File: src/hdl/stidu_pkg.sv
// Package with the types and constants shared by the sorted key table modules.
`timescale 1ns / 1ps

package stidu_pkg;

   localparam int CAPACITY = 64;
   localparam int KEY_W    = 32;
   localparam int IDX_W    = $clog2(CAPACITY);
   localparam int CNT_W    = $clog2(CAPACITY + 1);
   localparam int POS_W    = 6;

   typedef enum logic [1:0] {
      FUNC_INSERT = 2'd0,
      FUNC_DELETE = 2'd1,
      FUNC_UPDATE = 2'd2,
      FUNC_QUERY  = 2'd3
   } func_type;

   typedef enum logic [1:0] {
      STATUS_OK      = 2'd0,
      STATUS_PRESENT = 2'd1,
      STATUS_ABSENT  = 2'd2,
      STATUS_FULL    = 2'd3
   } status_type;

   typedef enum logic [1:0] {
      MODE_HOLD,
      MODE_INSERT,
      MODE_DELETE
   } mode_type;

   typedef struct packed {
      mode_type          mode;
      logic [KEY_W-1:0]  operand;
   } cell_ctl_type;

   typedef struct packed {
      logic              valid;
      logic [KEY_W-1:0]  key;
   } cell_data_type;

   typedef struct packed {
      logic lt;
      logic eq;
   } cell_flags_type;

endpackage

File: src/hdl/stidu_cell.sv
// One slot of the sorted key chain: holds a key, compares it and shifts with its neighbors.
`timescale 1ns / 1ps

module stidu_cell (
   input  logic                    clock,
   input  logic                    reset,
   input  stidu_pkg::cell_ctl_type ctl,
   input  logic                    left_lt,
   input  stidu_pkg::cell_data_type left_data,
   input  stidu_pkg::cell_data_type right_data,
   output stidu_pkg::cell_flags_type flags,
   output stidu_pkg::cell_data_type data
);

   logic                        valid_ff;
   logic                        valid_in;
   logic [stidu_pkg::KEY_W-1:0] key_ff;
   logic [stidu_pkg::KEY_W-1:0] key_in;

   assign flags.lt   = valid_ff && ($signed(key_ff) < $signed(ctl.operand));
   assign flags.eq   = valid_ff && (key_ff == ctl.operand);
   assign data.valid = valid_ff;
   assign data.key   = key_ff;

   always_comb begin
      valid_in = valid_ff;
      key_in   = key_ff;
      unique case (ctl.mode)
         stidu_pkg::MODE_INSERT: begin
            if (!flags.lt) begin
               if (left_lt) begin
                  valid_in = 1'b1;
                  key_in   = ctl.operand;
               end else begin
                  valid_in = left_data.valid;
                  key_in   = left_data.key;
               end
            end
         end
         stidu_pkg::MODE_DELETE: begin
            if (!flags.lt) begin
               valid_in = right_data.valid;
               key_in   = right_data.key;
            end
         end
         default: begin
            valid_in = valid_ff;
            key_in   = key_ff;
         end
      endcase
   end

   always_ff @(posedge clock) begin
      if (reset) begin
         valid_ff <= 1'b0;
      end else begin
         valid_ff <= valid_in;
      end
   end

   always_ff @(posedge clock) begin
      key_ff <= key_in;
   end

endmodule

File: config.mk
export PLATFORM = sky130hd
export DESIGN_NAME = stidu_cell
export DESIGN_NICKNAME = d
export VERILOG_FILES = /design/src/hdl/stidu_pkg.sv /design/src/hdl/stidu_cell.sv
export SDC_FILE = /design/constraint.sdc
export NUM_CORES = 1
export LEC_CHECK = 0
export BUFFER_PORTS_ARGS = -buffer_cell sky130_fd_sc_hd__buf_4
export CORE_MARGIN = 3
export CORE_UTILIZATION = 40
export DETAILED_ROUTE_END_ITERATION = 10
export GPL_TIMING_DRIVEN = 1
export HOLD_SLACK_MARGIN = 0.1
export PLACE_DENSITY = 0.73
export REMOVE_ABC_BUFFERS = 1
export SYNTH_ARGS = -nofsm -noshare
export SYNTH_HDL_FRONTEND = slang
export SYNTH_SLANG_ARGS = --single-unit
File: constraint.sdc
create_clock -name clock -period 5 [get_ports clock]
set_clock_uncertainty 0.2 [all_clocks]
set_input_delay 0.75 -clock clock [delete_from_list [all_inputs] [get_ports clock]]
set_output_delay 0.75 -clock clock [all_outputs]
set_load 0.02 [all_outputs]
Word level (Yosys, flattened, before mapping). Cells that the tools add are included.

Flip-flop bits (word level): 33. Output and inout bits: 35. Input port bits: 103.

Muxes and demuxes: 8. Reduce and logical (&&, ||, !) cells: 4. Equality and inequality tests: 5. Magnitude comparators: 1.

Operators with widths (number): two-way mux 32 bit (3); one-hot mux 32 bit (2 select lines) (1); equality test 32 bit (1); less-than comparator 32 bit (1); != test 2 bit, second input constant (2); two-way mux 1 bit (3); AND reduction 3 bit (1); equality test 2 x 1 -> 1 bit, second input constant (1); equality test 2 bit, second input constant (1); logical AND 1 bit (2); one-hot mux 1 bit (2 select lines) (1); nonzero test 2 bit (1).

Longest topological paths before layout.
Depth after elaboration: 4. Mapped depth: 8.

Worst setup path before layout. No wires, ideal clock.

Path type: input port to flip-flop. Start: input port ctl[31] in the netlist's numbering. End: register key_ff[0] in the netlist's numbering, enable pin. Arrival time: 2.768 ns. Setup time: 0.392 ns. Path buffers: 0. Slack: 1.639 ns. Cell stages on the path: 7. Path through: inv_1 ha_1 nand4_1 nor4_2 nand2_1 o2111ai_1 and3b_1.

Longest elaborated chain between the ends: 4. Elaborated cells between the ends (all ways): 5. Those cells by class: 1 x order compare; 2 x eq/ne; 2 x reduce/logical.

Ends and longest elaborated chain: from (decl) (RTL line stidu_cell.sv:7) `input stidu_pkg::cell_ctl_type ctl,`; less-than comparator 32 bit * (RTL line stidu_cell.sv:20) `assign flags.lt = valid_ff && ($signed(key_ff) < $signed(ctl.operand));`; logical AND 1 bit * (RTL line stidu_cell.sv:20); != test 2 bit (no source line); AND reduction 3 bit (no source line) *; to (signal assigned) (RTL line stidu_cell.sv:62) `key_ff <= key_in;`; to (decl) (RTL line stidu_cell.sv:17) `logic [stidu_pkg::KEY_W-1:0] key_ff;`.

Mark *: on every way between the ends. The rest lies on a longest branch, timed or not. A chain may end at the register's enable or synchronous reset.

==> results.cfg <==
[clock_network]
clock_latency_ns = 0.27
cts-htree-levels = 2
hold_buffers = 0
cts_resized = 0
cts_buffer_depth = 2
cts_buffers = 5
cts_tree = done
postCtsSetupBuffers = 0
root_buffer = clkbuf_8
path_clk_slew_ns = 0.06
clock_sinks = 33

[global_routing]
grt_util_met3_pct = 5.38
grt.total_usage_pct = 19.3
grt_max_degree = 36
grtUsageMet2_pct = 34.7
top_usage_layer = met2
antenna_found_initial = 0
grt_pass1_vias = 2498
grt_pass1_wl_um = 11300
gr-total-overflow = 0
use_met1_pct = 21.9

[timing]
fmax_ghz = 0.268
rsz0062_at_grt = false
fin_setup_tns_ns = 0
post-route-period-util_pct = 74.6
finalMaxSlewViolations = 0
worstMarginPinSlew_ns = 0.776
setup_slack_ns = 1.27
finalCriticalPeriod_ns = 3.73
hold_viol = 0
slew-limit-headroom_pct = 48.3
setup_violations = 0

[final_layout]
layout.area.seq_um2 = 981
num-fill-cells = 539
instances_no_fill = 473
multi_input_area_um2 = 1390
antenna_cells = 0
final_area_um2 = 3700
mostFrequentLayoutCell = buf_4
final_nets = 532
final_layout_size_suffix_gt1_share_pct = 37.4
layout_common_cells = buf_4, nand2_1, o21ai_0
synthToLayoutAreaGrowth_pct = 46.2

[floorplanning]
io_pins = 138
die-area_um2 = 7320
initial_core_util_pct = 42.0
core_um2 = 6030
die_h_um = 85.6
die_x_um = 85.6
row_count = 28

[critical_path]
path_max_fanout = 3
start_kind = primary input
r2r_cells = 7
timing.rr.start = key_ff[7]$_DFFE_PP_
crit_start = ctl[7]
r2r_slack_ns = 1.84
cp-end-kind = output port
endpoint = flags[1]
crit_required_ns = 4.05
cp.arrival_ns = 2.78
r2r-end = key_ff[1]$_DFFE_PP_
worstSetupPathType = primary input to output port

[synth]
avgSynthCellArea_um2 = 9.60
synth_area_leaders = edfxtp_1, ha_1, mux2i_1, o21ai_0, nand2_1
yosysTopAreaCell = edfxtp_1
synth_area_um2 = 2530
synthFlopType = edfxtp_1
synth.top_cell.area_share_pct = 37.9
synth-edff-count = 32
async_flop_share_pct = 0
ys_ff_latch = 33
synthCells = 264
ys_seq_area_share_pct = 38.7
yosys.cell_types.count = 34
yosysWarnings = 0

[detailed_routing]
detail-route-antenna-nets = 0
first_pass_iters = 4
vias_per_cell = 4.99
wl_um = 6860
drtIter0Drc = 70
drc_errors = 0
wire_per_inst_um = 14.5
num_vias = 2359

[place]
port_buffers = 137
dpl_cell_area_um2 = 3620
hpwlAfterDp_um = 5570
dp_cells = 465
place_congestion = 0.835
pre_cts_ws_ns = 1.23

[pwr]
leakage_uw = 0.00186
vdd_drop_max_uv = 171
p_per_area_nw_per_um2 = 243

[outcome]
outcome = completed

[job]
max-cap-violations = 0

[worst_hold_path]
hp-class = primary input to flip-flop
==> routing by layer <==
layer / vias to the layer above / routed length [um]
met2: 74 / 3490
li1: 1207 / -
met3: 10 / 493
met5: - / 0
met1: 1068 / 2740
met4: 0 / 133
==> cell families (layout without fill, tap and decap cells) <==
group                    after synthesis  count (layout)  share of synthesized area (%)
adder cells (fa/ha/maj)               32              32                           15.8
buffers and inverters                 45             179                           6.81
XOR/XNOR                               1               1                          0.346
AND/OR/NAND/NOR                       62              62                           12.7
multiplexers                          32              32                           12.6
flip-flops                            33              33                           38.7
AO/OA/AOI/OAI                         59              59                           13.0
==> synth_stat cells, types with 2 or more instances <==
cell / n
edfxtp_1: 32
nand2_1: 41
nor2_1: 3
and4_1: 2
nor2b_1: 2
nand3_1: 5
inv_1: 33
nand4_1: 2
o21ai_0: 36
clkbuf_1: 8
a21oi_1: 13
mux2i_1: 32
buf_1: 3
ha_1: 32
==> cell type report <==
class	count	share of cell area [%]
multi-input cells	186	37.5
flip-flops and latches	33	26.5
well taps	75	2.53
repair buffers	138	28.0
inverters	33	3.34
clock buffers	8	2.16
==> worst max-delay path, cell delays in order <==
cell and delay, ns:
buf_4 0.08, inv_1 0.03, ha_1 0.31, a21oi_1 0.15, o21ai_0 0.13, a221o_1 0.31
a2111oi_0 0.53, o2111ai_1 0.23, nand2_1 0.10, buf_4 0.14
==> metrics by stage <==
step,utilization (%),hold slack (ns),power [uW]
6_report,61.5,0.423,901
5_1_grt,61.5,0.413,965
4_1_cts,61.5,0.412,911
3_5_place_dp,60.1,0.443,721
3_3_place_gp,60.1,0.428,711
2_1_floorplan,-,0.458,553
==> where the power goes <==
part	total (uW)	leakage [uW]	switching [uW]	internal, uW
sequential	375	0.000322	20.9	354
combinational	336	0.00150	175	162
clock	190	0.0000395	90.7	98.9
==> sequential cells by signal (all words and copies together), names as in the netlist <==
register and cells:
valid_ff 1, key_ff 32
==> worst min path at each step <==
| stage | from | to | slack, ns | cells after the start |
|---|---|---|---|---|
| after CTS | reset | valid_ff$_SDFFE_PP0P_ | 0.41 | 2 |
| after floorplan | valid_ff$_SDFFE_PP0P_ | valid_ff$_SDFFE_PP0P_ | 0.46 | 2 |
| after global placement | valid_ff$_SDFFE_PP0P_ | valid_ff$_SDFFE_PP0P_ | 0.43 | 2 |
| after global routing | reset | valid_ff$_SDFFE_PP0P_ | 0.41 | 2 |
| after detailed placement | valid_ff$_SDFFE_PP0P_ | valid_ff$_SDFFE_PP0P_ | 0.44 | 2 |
| final | reset | valid_ff$_SDFFE_PP0P_ | 0.42 | 2 |
No activity file was read; power rests on OpenSTA's default activity.
